File: src/rtl/core/sspg_pkg.sv
`timescale 1ns / 1ps
`default_nettype none

package sspg_pkg;

    // channel slots carried by the ports
    localparam int SLOTS = 8;
    localparam int CH_W = 3;
    localparam int SLOT_W = 4;
    localparam int TICK_W = 16;

    localparam logic [TICK_W-1:0] END_MAX = 16'hFFFF;
    localparam logic [TICK_W-1:0] FRAME_RESET = 16'd20000;

    // request codes
    typedef enum logic [1:0] {
        REQ_TICK    = 2'd0,
        REQ_WIDTH   = 2'd1,
        REQ_ENABLE  = 2'd2,
        REQ_DISABLE = 2'd3
    } req_t;

    // one result word
    typedef struct packed {
        logic [SLOTS-1:0] pin_levels;
        logic [CH_W-1:0]  active_channel;
        logic             pulse_active;
        logic             frame_start;
        logic             running;
    } res_t;

endpackage

`default_nettype wire

File: src/rtl/core/sspg_req_if.sv
`timescale 1ns / 1ps
`default_nettype none

interface sspg_req_if;
    logic        valid;
    logic        ready;
    logic [1:0]  req_type;
    logic [2:0]  channel;
    logic [15:0] pulse_width;

    modport source (output valid, output req_type, output channel, output pulse_width,
                    input ready);
    modport sink (input valid, input req_type, input channel, input pulse_width,
                  output ready);
endinterface

`default_nettype wire

File: src/rtl/core/sspg_res_if.sv
`timescale 1ns / 1ps
`default_nettype none

interface sspg_res_if;
    logic       valid;
    logic       ready;
    logic [7:0] pin_levels;
    logic [2:0] active_channel;
    logic       pulse_active;
    logic       frame_start;
    logic       running;

    modport source (output valid, output pin_levels, output active_channel,
                    output pulse_active, output frame_start, output running,
                    input ready);
    modport sink (input valid, input pin_levels, input active_channel,
                  input pulse_active, input frame_start, input running,
                  output ready);
endinterface

`default_nettype wire

File: src/rtl/core/sspg_cfg_if.sv
`timescale 1ns / 1ps
`default_nettype none

interface sspg_cfg_if;
    logic        valid;
    logic        ready;
    logic [15:0] frame_ticks;

    modport source (output valid, output frame_ticks, input ready);
    modport sink (input valid, input frame_ticks, output ready);
endinterface

`default_nettype wire

File: src/rtl/core/sequential_servo_pulse_generator_core.sv
// Sequential servo pulse generator.
// req channel: one word per request (tick, width write, enable, disable).
// res channel: one status word per accepted request, in order: pin levels,
//   active channel, pulse flag, frame start flag, running flag.
// cfg channel: writes the frame length in ticks; always ready. The user must
//   write it only while the block is idle; the block itself does not enforce this.
// Throughput: one request per cycle while req.ready is high. The status word
//   is registered in the output register, or in the skid word while res stalls.
// The channel widths sit in an 8-entry synchronous memory. A pulse start
//   reads the width; the pulse end is formed from the read data in the
//   following cycle, so a tick right behind a start still sees it.
// Stall: an output register plus one skid word; req.ready drops only while
//   the skid word is full, and no status word is lost.
// Reset: frame length 20000, all channels disabled, widths read as zero,
//   counter stopped, no pulse active, no word pending on res.
`timescale 1ns / 1ps
`default_nettype none

module sequential_servo_pulse_generator_core #(
    parameter int CHANNELS = 8
) (
    input  wire        clk,
    input  wire        rst_n,
    sspg_req_if.sink   req,
    sspg_res_if.source res,
    sspg_cfg_if.sink   cfg
);

    localparam int SLOTS = sspg_pkg::SLOTS;
    localparam int CH_W = sspg_pkg::CH_W;
    localparam int SLOT_W = sspg_pkg::SLOT_W;
    localparam int TICK_W = sspg_pkg::TICK_W;

    // width memory and its read port
    logic [TICK_W-1:0] width_mem [SLOTS];
    logic [SLOTS-1:0]  wvalid_reg;
    logic [TICK_W-1:0] rd_data_reg;
    logic              rd_hit_reg;
    logic              rd_en;
    logic [CH_W-1:0]   rd_addr;
    logic              wr_en;

    // control state
    logic [TICK_W-1:0] frame_ticks_reg;
    logic [TICK_W-1:0] cnt_reg, cnt_next;
    logic [TICK_W-1:0] start_cnt_reg, start_cnt_next;
    logic [TICK_W-1:0] pulse_end_reg, pulse_end_next;
    logic              pend_reg, pend_next;
    logic [CH_W-1:0]   cur_reg, cur_next;
    logic              pulse_on_reg, pulse_on_next;
    logic [SLOTS-1:0]  mask_reg, mask_next;

    // output register and skid word
    sspg_pkg::res_t    out_reg, skid_reg, res_word;
    logic              out_valid_reg, skid_valid_reg;

    logic              acc, pop;
    logic [SLOTS-1:0]  chan_ok;
    logic [SLOTS-1:0]  ch_bit;
    logic              ch_valid;
    logic [TICK_W-1:0] frame_len;
    logic [TICK_W-1:0] eff_width;
    logic [TICK_W:0]   end_sum;
    logic [TICK_W-1:0] eff_end;
    logic [TICK_W:0]   cnt_inc;
    logic              start;
    logic [SLOT_W-1:0] first;
    logic              found;
    logic [CH_W-1:0]   pick;
    logic              fstart;
    sspg_pkg::req_t    req_code;

    assign acc = req.valid && req.ready;
    assign pop = out_valid_reg && res.ready;
    assign req.ready = !skid_valid_reg;
    assign cfg.ready = 1'b1;
    assign req_code = sspg_pkg::req_t'(req.req_type);

    // channels that exist in this build
    always_comb
    begin
        for (int i = 0; i < SLOTS; i++)
        begin
            chan_ok[i] = (i < CHANNELS);
        end
    end

    assign ch_bit = SLOTS'(1) << req.channel;
    assign ch_valid = chan_ok[req.channel];
    assign frame_len = (frame_ticks_reg == '0) ? TICK_W'(1) : frame_ticks_reg;

    // pulse end: built from the read data for a pulse started last cycle, else the stored end
    assign eff_width = (rd_hit_reg && rd_data_reg != '0) ? rd_data_reg : TICK_W'(1);
    assign end_sum = {1'b0, start_cnt_reg} + {1'b0, eff_width};
    always_comb
    begin
        if (!pend_reg)
        begin
            eff_end = pulse_end_reg;
        end
        else if (end_sum[TICK_W])
        begin
            eff_end = sspg_pkg::END_MAX;
        end
        else
        begin
            eff_end = end_sum[TICK_W-1:0];
        end
    end

    assign cnt_inc = {1'b0, cnt_reg} + (TICK_W+1)'(1);

    // request decode and next state
    always_comb
    begin
        cnt_next = cnt_reg;
        start_cnt_next = start_cnt_reg;
        pulse_end_next = eff_end;
        pend_next = 1'b0;
        cur_next = cur_reg;
        pulse_on_next = pulse_on_reg;
        mask_next = mask_reg;
        start = 1'b0;
        first = '0;
        fstart = 1'b0;
        wr_en = 1'b0;
        rd_en = 1'b0;
        rd_addr = '0;
        found = 1'b0;
        pick = '0;

        if (acc)
        begin
            case (req_code)
                sspg_pkg::REQ_TICK:
                begin
                    if (mask_reg != '0)
                    begin
                        if (cnt_inc >= {1'b0, frame_len})
                        begin
                            cnt_next = '0;
                            start = 1'b1;
                            first = '0;
                            fstart = 1'b1;
                        end
                        else
                        begin
                            cnt_next = cnt_inc[TICK_W-1:0];
                            if (pulse_on_reg && cnt_inc[TICK_W-1:0] >= eff_end)
                            begin
                                start = 1'b1;
                                first = {1'b0, cur_reg} + SLOT_W'(1);
                            end
                        end
                    end
                end
                sspg_pkg::REQ_WIDTH:
                begin
                    wr_en = ch_valid;
                end
                sspg_pkg::REQ_ENABLE:
                begin
                    if (ch_valid && (mask_reg & ch_bit) == '0)
                    begin
                        mask_next = mask_reg | ch_bit;
                        if (mask_reg == '0)
                        begin
                            cnt_next = '0;
                            start = 1'b1;
                            first = '0;
                            fstart = 1'b1;
                        end
                    end
                end
                default:
                begin
                    if (ch_valid && (mask_reg & ch_bit) != '0)
                    begin
                        mask_next = mask_reg & ~ch_bit;
                        if (mask_next == '0)
                        begin
                            cnt_next = '0;
                            pulse_end_next = '0;
                            pulse_on_next = 1'b0;
                            cur_next = '0;
                        end
                        else if (pulse_on_reg && cur_reg == req.channel)
                        begin
                            start = 1'b1;
                            first = {1'b0, req.channel} + SLOT_W'(1);
                        end
                    end
                end
            endcase
        end

        // lowest enabled channel at or above first
        for (int i = 0; i < SLOTS; i++)
        begin
            if (!found && SLOT_W'(i) >= first && mask_next[i] && chan_ok[i])
            begin
                found = 1'b1;
                pick = CH_W'(i);
            end
        end

        // pulse start: fetch the width, end resolves next cycle
        if (start)
        begin
            pulse_on_next = found;
            if (found)
            begin
                cur_next = pick;
                rd_en = 1'b1;
                rd_addr = pick;
                pend_next = 1'b1;
                start_cnt_next = cnt_next;
            end
        end
    end

    // status word for this request
    always_comb
    begin
        res_word.pin_levels = pulse_on_next ? (SLOTS'(1) << cur_next) : '0;
        res_word.active_channel = pulse_on_next ? cur_next : '0;
        res_word.pulse_active = pulse_on_next;
        res_word.frame_start = fstart;
        res_word.running = (mask_next != '0);
    end

    // width memory, registered read
    always_ff @(posedge clk)
    begin
        if (wr_en)
        begin
            width_mem[req.channel] <= req.pulse_width;
        end
        if (rd_en)
        begin
            rd_data_reg <= width_mem[rd_addr];
            rd_hit_reg <= wvalid_reg[rd_addr];
        end
    end

    // written flags stand in for the zero reset of the widths
    always_ff @(posedge clk or negedge rst_n)
    begin
        if (!rst_n)
        begin
            wvalid_reg <= '0;
        end
        else if (wr_en)
        begin
            wvalid_reg <= wvalid_reg | ch_bit;
        end
    end

    // control state
    always_ff @(posedge clk or negedge rst_n)
    begin
        if (!rst_n)
        begin
            frame_ticks_reg <= sspg_pkg::FRAME_RESET;
            cnt_reg <= '0;
            start_cnt_reg <= '0;
            pulse_end_reg <= '0;
            pend_reg <= 1'b0;
            cur_reg <= '0;
            pulse_on_reg <= 1'b0;
            mask_reg <= '0;
        end
        else
        begin
            if (cfg.valid)
            begin
                frame_ticks_reg <= cfg.frame_ticks;
            end
            cnt_reg <= cnt_next;
            start_cnt_reg <= start_cnt_next;
            pulse_end_reg <= pulse_end_next;
            pend_reg <= pend_next;
            cur_reg <= cur_next;
            pulse_on_reg <= pulse_on_next;
            mask_reg <= mask_next;
        end
    end

    // output register and skid word valid flags
    always_ff @(posedge clk or negedge rst_n)
    begin
        if (!rst_n)
        begin
            out_valid_reg <= 1'b0;
            skid_valid_reg <= 1'b0;
        end
        else
        begin
            if (pop)
            begin
                if (skid_valid_reg)
                begin
                    skid_valid_reg <= 1'b0;
                end
                else
                begin
                    out_valid_reg <= acc;
                end
            end
            else if (acc)
            begin
                if (out_valid_reg)
                begin
                    skid_valid_reg <= 1'b1;
                end
                else
                begin
                    out_valid_reg <= 1'b1;
                end
            end
        end
    end

    // output and skid payload
    always_ff @(posedge clk)
    begin
        if (pop && skid_valid_reg)
        begin
            out_reg <= skid_reg;
        end
        else if (acc && (!out_valid_reg || pop))
        begin
            out_reg <= res_word;
        end
        if (acc && out_valid_reg && !pop)
        begin
            skid_reg <= res_word;
        end
    end

    assign res.valid = out_valid_reg;
    assign res.pin_levels = out_reg.pin_levels;
    assign res.active_channel = out_reg.active_channel;
    assign res.pulse_active = out_reg.pulse_active;
    assign res.frame_start = out_reg.frame_start;
    assign res.running = out_reg.running;

endmodule

`default_nettype wire
File: src/flat_wrapper.sv
// flat-port wrapper written by rule: the top's interface ports become plain ports
module sequential_servo_pulse_generator_core_flat 
#(
    parameter int CHANNELS = 8
)
  (clk, rst_n, req_valid, req_req_type, req_channel, req_pulse_width, req_ready, res_valid, res_pin_levels, res_active_channel, res_pulse_active, res_frame_start, res_running, res_ready, cfg_valid, cfg_frame_ticks, cfg_ready);
  sspg_req_if req_i ();
  sspg_res_if res_i ();
  sspg_cfg_if cfg_i ();
  input  wire clk;
  input  wire rst_n;
  input wire logic [$bits(req_i.valid)-1:0] req_valid;
  input wire logic [$bits(req_i.req_type)-1:0] req_req_type;
  input wire logic [$bits(req_i.channel)-1:0] req_channel;
  input wire logic [$bits(req_i.pulse_width)-1:0] req_pulse_width;
  output wire logic [$bits(req_i.ready)-1:0] req_ready;
  output wire logic [$bits(res_i.valid)-1:0] res_valid;
  output wire logic [$bits(res_i.pin_levels)-1:0] res_pin_levels;
  output wire logic [$bits(res_i.active_channel)-1:0] res_active_channel;
  output wire logic [$bits(res_i.pulse_active)-1:0] res_pulse_active;
  output wire logic [$bits(res_i.frame_start)-1:0] res_frame_start;
  output wire logic [$bits(res_i.running)-1:0] res_running;
  input wire logic [$bits(res_i.ready)-1:0] res_ready;
  input wire logic [$bits(cfg_i.valid)-1:0] cfg_valid;
  input wire logic [$bits(cfg_i.frame_ticks)-1:0] cfg_frame_ticks;
  output wire logic [$bits(cfg_i.ready)-1:0] cfg_ready;
  assign req_i.valid = req_valid;
  assign req_i.req_type = req_req_type;
  assign req_i.channel = req_channel;
  assign req_i.pulse_width = req_pulse_width;
  assign req_ready = req_i.ready;
  assign res_valid = res_i.valid;
  assign res_pin_levels = res_i.pin_levels;
  assign res_active_channel = res_i.active_channel;
  assign res_pulse_active = res_i.pulse_active;
  assign res_frame_start = res_i.frame_start;
  assign res_running = res_i.running;
  assign res_i.ready = res_ready;
  assign cfg_i.valid = cfg_valid;
  assign cfg_i.frame_ticks = cfg_frame_ticks;
  assign cfg_ready = cfg_i.ready;
  sequential_servo_pulse_generator_core #(.CHANNELS(CHANNELS)) u_core (.clk(clk), .rst_n(rst_n), .req(req_i), .res(res_i), .cfg(cfg_i));
endmodule
File: config.mk
export PLATFORM = sky130hd
export DESIGN_NAME = sequential_servo_pulse_generator_core_flat
export DESIGN_NICKNAME = d
export VERILOG_FILES = /design/src/rtl/core/sspg_pkg.sv /design/src/rtl/core/sspg_req_if.sv /design/src/rtl/core/sspg_res_if.sv /design/src/rtl/core/sspg_cfg_if.sv /design/src/rtl/core/sequential_servo_pulse_generator_core.sv /design/src/flat_wrapper.sv
export SDC_FILE = /design/constraint.sdc
export NUM_CORES = 1
export LEC_CHECK = 0
export ABC_AREA = 1
export BUFFER_PORTS_ARGS = -buffer_cell sky130_fd_sc_hd__clkbuf_2
export CAP_MARGIN = 20
export CORE_MARGIN = 4
export CORE_UTILIZATION = 62
export CTS_BUF_LIST = sky130_fd_sc_hd__clkbuf_16
export DETAILED_ROUTE_END_ITERATION = 7
export PLACE_DENSITY = 0.77
export SLEW_MARGIN = 25
export SYNTH_ARGS = -nofsm -noshare
export SYNTH_HDL_FRONTEND = slang
export SYNTH_SLANG_ARGS = --single-unit
export TNS_END_PERCENT = 100
File: constraint.sdc
create_clock -name clk -period 8.1 [get_ports clk]
set_clock_uncertainty 0.05 [all_clocks]
set_input_delay 0 -clock clk [delete_from_list [all_inputs] [get_ports clk]]
set_output_delay 0 -clock clk [all_outputs]
set_load 0.01 [all_outputs]
==> impl_results.md <==
* Outcome: finished clean
* CP Launch Type: flip-flop
* Synthesized instance count at roughly 1600
* Share of layout cells above drive strength 1 at approximately a tenth
* Worst IR Drop VDD at between 0.0002 and 0.00025 V
* FF-to-FF setup slack at 0.79 ns
* Area leader, netlist: edfxtp_1
* DR DRC count at 0
* IO buf count at 57
* Worst path most repeated cell: nand2_1
* Longest Clk Path Bufs at 3
* Initial antenna violation count at 2
* Post-synthesis sequential area ratio at between 50% and 60%
* DP HPWL at roughly 23000 um
* Layout overhead on the synthesized area at 14.45%
* Setup WS pre-CTS at 0.7646 ns
* Die width at ~160 um
* Nets at roughly 1800
* Top FF cell, synth: edfxtp_1
* Max-cap violations at 0
* Routed wl met2 at 17430 um
* Sw Pwr at approximately 1.2 mW
* CTS tree: yes
* Top cells by area, synth: edfxtp_1 37%, dfrtp_1 15%, nand2_1 11%
* Ys Warns at 0
* Hold Vio Cnt, Final at 0
* Hold/Removal Path Class: primary input to flip-flop
* Gate power share at between 20% and 30%
* Worst EP arrival at about 7.6 ns
* FF+latch count, synth at 260
* Core area at 22090 um^2
* Drt wl/cell at ~18 um
* Setup Total Neg Slack at 0 ns
* Post-synth cell types at 47
* CTS Buf Count at 27
* GP Congestion at around 0.94
* FILL cells at roughly 1600
* Die area at roughly 25000 um^2
* Setup-failing EPs final at 0
* Post-Route WL at approximately 36000 um
* LEAKAGE at approximately 7.6 nW
* Final WS setup at just under 0.8 ns
* Crit path max fanout at 21
* Drt initial violations at about 1200
* Vias in the first global route at around 11000
* FF/Latch Area at 7378 um^2
* WP data required at around 8.3 ns
* Avg Cell Area, Syn at about 8.7 um^2
* Post-synth EDFFs at 173
* Insertion delay to the later sink of the worst-skew pair at 0.54 ns
* Fmax at 0.1368 GHz
* Max incr delay on CP at around 0.43 ns
* Io pins at 59
* Largest Register: u_core.width_mem
* Final slew viol count at 0
* Internal Power at between 2 and 3 mW
* Fin crit share at between 90% and 100%
* Clk sinks at 260
* Multi-input gate area at around 5400 um^2
* Final hold slack at around 0.044 ns
* Worst path buffer plus inverter count at 3
* Min Tclk post-route at ~7.3 ns
* Delay-heaviest family, CP: simple AND/OR/NAND/NOR gates
* Via density at roughly 5.7
* Clock Tree Root: clkbuf_16
* Pre-antenna DRT Iters at 5
* Rel. slew slack at between 30% and 40%
* Initial Util at a little under two thirds
* Critical path class: flip-flop to flip-flop
* GRT Overall Usage at 27.69%
* Sequential power share at between 40% and 50%
* Met3 routed WL at between 2000 and 2500 um
* RSZ-0062 raised after global routing: no
* Worst path slowest cell: fa_1
* Max reg flops at ~130
* Post-Syn Area at between 10000 and 15000 um^2
* Row cnt at 54
* Top cell type's share of synthesized area at 36.85%
* Async S/R FF share, synth at 33.46%
* Power per cell area at between 200 and 250 nW/um^2
* Worst-Margin Slew at between 0.9 and 1 ns
* Clock power share at about a third
* Post-Syn Nets at roughly 1700
* Routed via count at 11583
* Post-DRT Antenna Nets at 0
* First-pass GRT wire length at approximately 58000 um
* Reg clk slew, reported paths at around 0.060 ns
* Top Metal Used: met4
* GRT overflow at 0
* CTS H-tree lvls at 1
* Power, Total at 3.751 mW
* Largest net degree at the start of global routing at 70
* Die Ht at between 150 and 200 um
* Met1 wire length at ~15000 um
* Final core utilization at ~73%
* Sw Ratio at between 30% and 40%
* Worst Setup End Kind: flip-flop
[worst register-to-register path: cells and delay by family, from the launching register on]
| kind | cells | cell delay (ns) |
|---|---|---|
| compound gates | 11 | 1.87 |
| fa+ha+maj | 2 | 0.72 |
| buf+inv | 3 | 0.43 |
| flops | 1 | 0.42 |
| simple gates | 28 | 3.55 |
[cell families (layout without fill, tap and decap cells)]
logic type / Yosys count / after routing / synth area share (%)
xor+xnor: 27 / 27 / 1.677
buf+inv: 339 / 467 / 9.479
compound gates: 191 / 191 / 7.491
other cells: 1 / 3 / 0.02660
simple gates: 754 / 755 / 23.88
flops: 260 / 260 / 52.34
fa+ha+maj: 57 / 57 / 5.112
[through the flow]
stage	std cells	instance area [um^2]
3_3_place_gp	1920	14570
6_report	2040	16130
5_1_grt	2040	16130
4_1_cts	2037	16100
3_5_place_dp	1920	14570
2_1_floorplan	1629	14100
[path summary, 6_finish.rpt]
kind / from / endpoint / cells past startpoint
worst max-delay path: u_core.rd_data_reg[3] / u_core.res.pin_levels[2] / 44
worst min-delay path: cfg_valid / u_core.frame_ticks_reg[2] / 2
worst max register to register: u_core.rd_data_reg[3] / u_core.res.pin_levels[2] / 44
worst min register to register: u_core.wvalid_reg[2] / u_core.wvalid_reg[2] / 2
max in group asynchronous: rst_n / u_core.start_cnt_reg[10] / 4
min in group asynchronous: rst_n / u_core.frame_ticks_reg[10] / 3
[metal layers]
layer	vias to the layer above	track usage, %
li1	5596	-
met1	5488	37.16
met2	419	47.09
met3	80	3.525
met4	0	9.546
met5	-	0
[cell usage after synthesis, types with 4 or more instances]
cell,instances
ha_1,56
nor4_1,5
buf_1,6
nand2_2,11
dfrtp_1,82
a21oi_1,36
buf_2,14
nor2_2,8
edfxtp_1,173
nor2_1,104
o21ai_0,98
dfstp_2,5
nand4_1,78
o21ai_1,10
o22ai_1,21
inv_2,21
nor3_1,9
buf_4,5
inv_1,253
nand3_1,113
nand3_2,5
clkbuf_1,34
nand2_1,407
xnor2_1,4
o211ai_1,12
xor2_1,23
[power groups by stage]
stage               logic [mW]  clock network, mW  registers (mW)
floorplan                0.590                  0            1.67
global placement         0.813                  0            1.68
detailed placement       0.838                  0            1.69
CTS                      0.873               1.21            1.66
global route              1.00               1.27            1.67
finish                   0.893               1.20            1.66
[timing repair]
action	4_1_cts	5_1_grt
setup buffers	0	0
resized for setup	0	4
hold buffers	67	0
setup endpoints to repair	0	33
hold endpoints to repair	216	0
[cells in the final DEF, fill, tap and decap left out, types with 11 or more instances in the layout]
| cell | instances |
|---|---|
| edfxtp_1 | 173 |
| ha_1 | 56 |
| nand2_1 | 407 |
| clkbuf_16 | 27 |
| buf_4 | 16 |
| o21ai_0 | 98 |
| clkbuf_2 | 56 |
| a21oi_1 | 36 |
| inv_1 | 257 |
| nor2_1 | 101 |
| dfrtp_1 | 82 |
| nand4_1 | 78 |
| o211ai_1 | 12 |
| nor2_2 | 11 |
| dlygate4sd3_1 | 66 |
| xor2_1 | 23 |
| nand3_1 | 112 |
| o22ai_1 | 21 |
| inv_2 | 21 |
[layout make-up]
type | count | share of cell area, %
diodes | 2 | 0.03102
clock buffers | 27 | 4.188
clock inverters | 23 | 1.062
inverters | 277 | 6.483
multi-input cells | 1031 | 33.56
flip-flops and latches | 260 | 45.73
well taps | 280 | 2.171
repair buffers | 140 | 6.770
(Power assumes the default switching activity.)
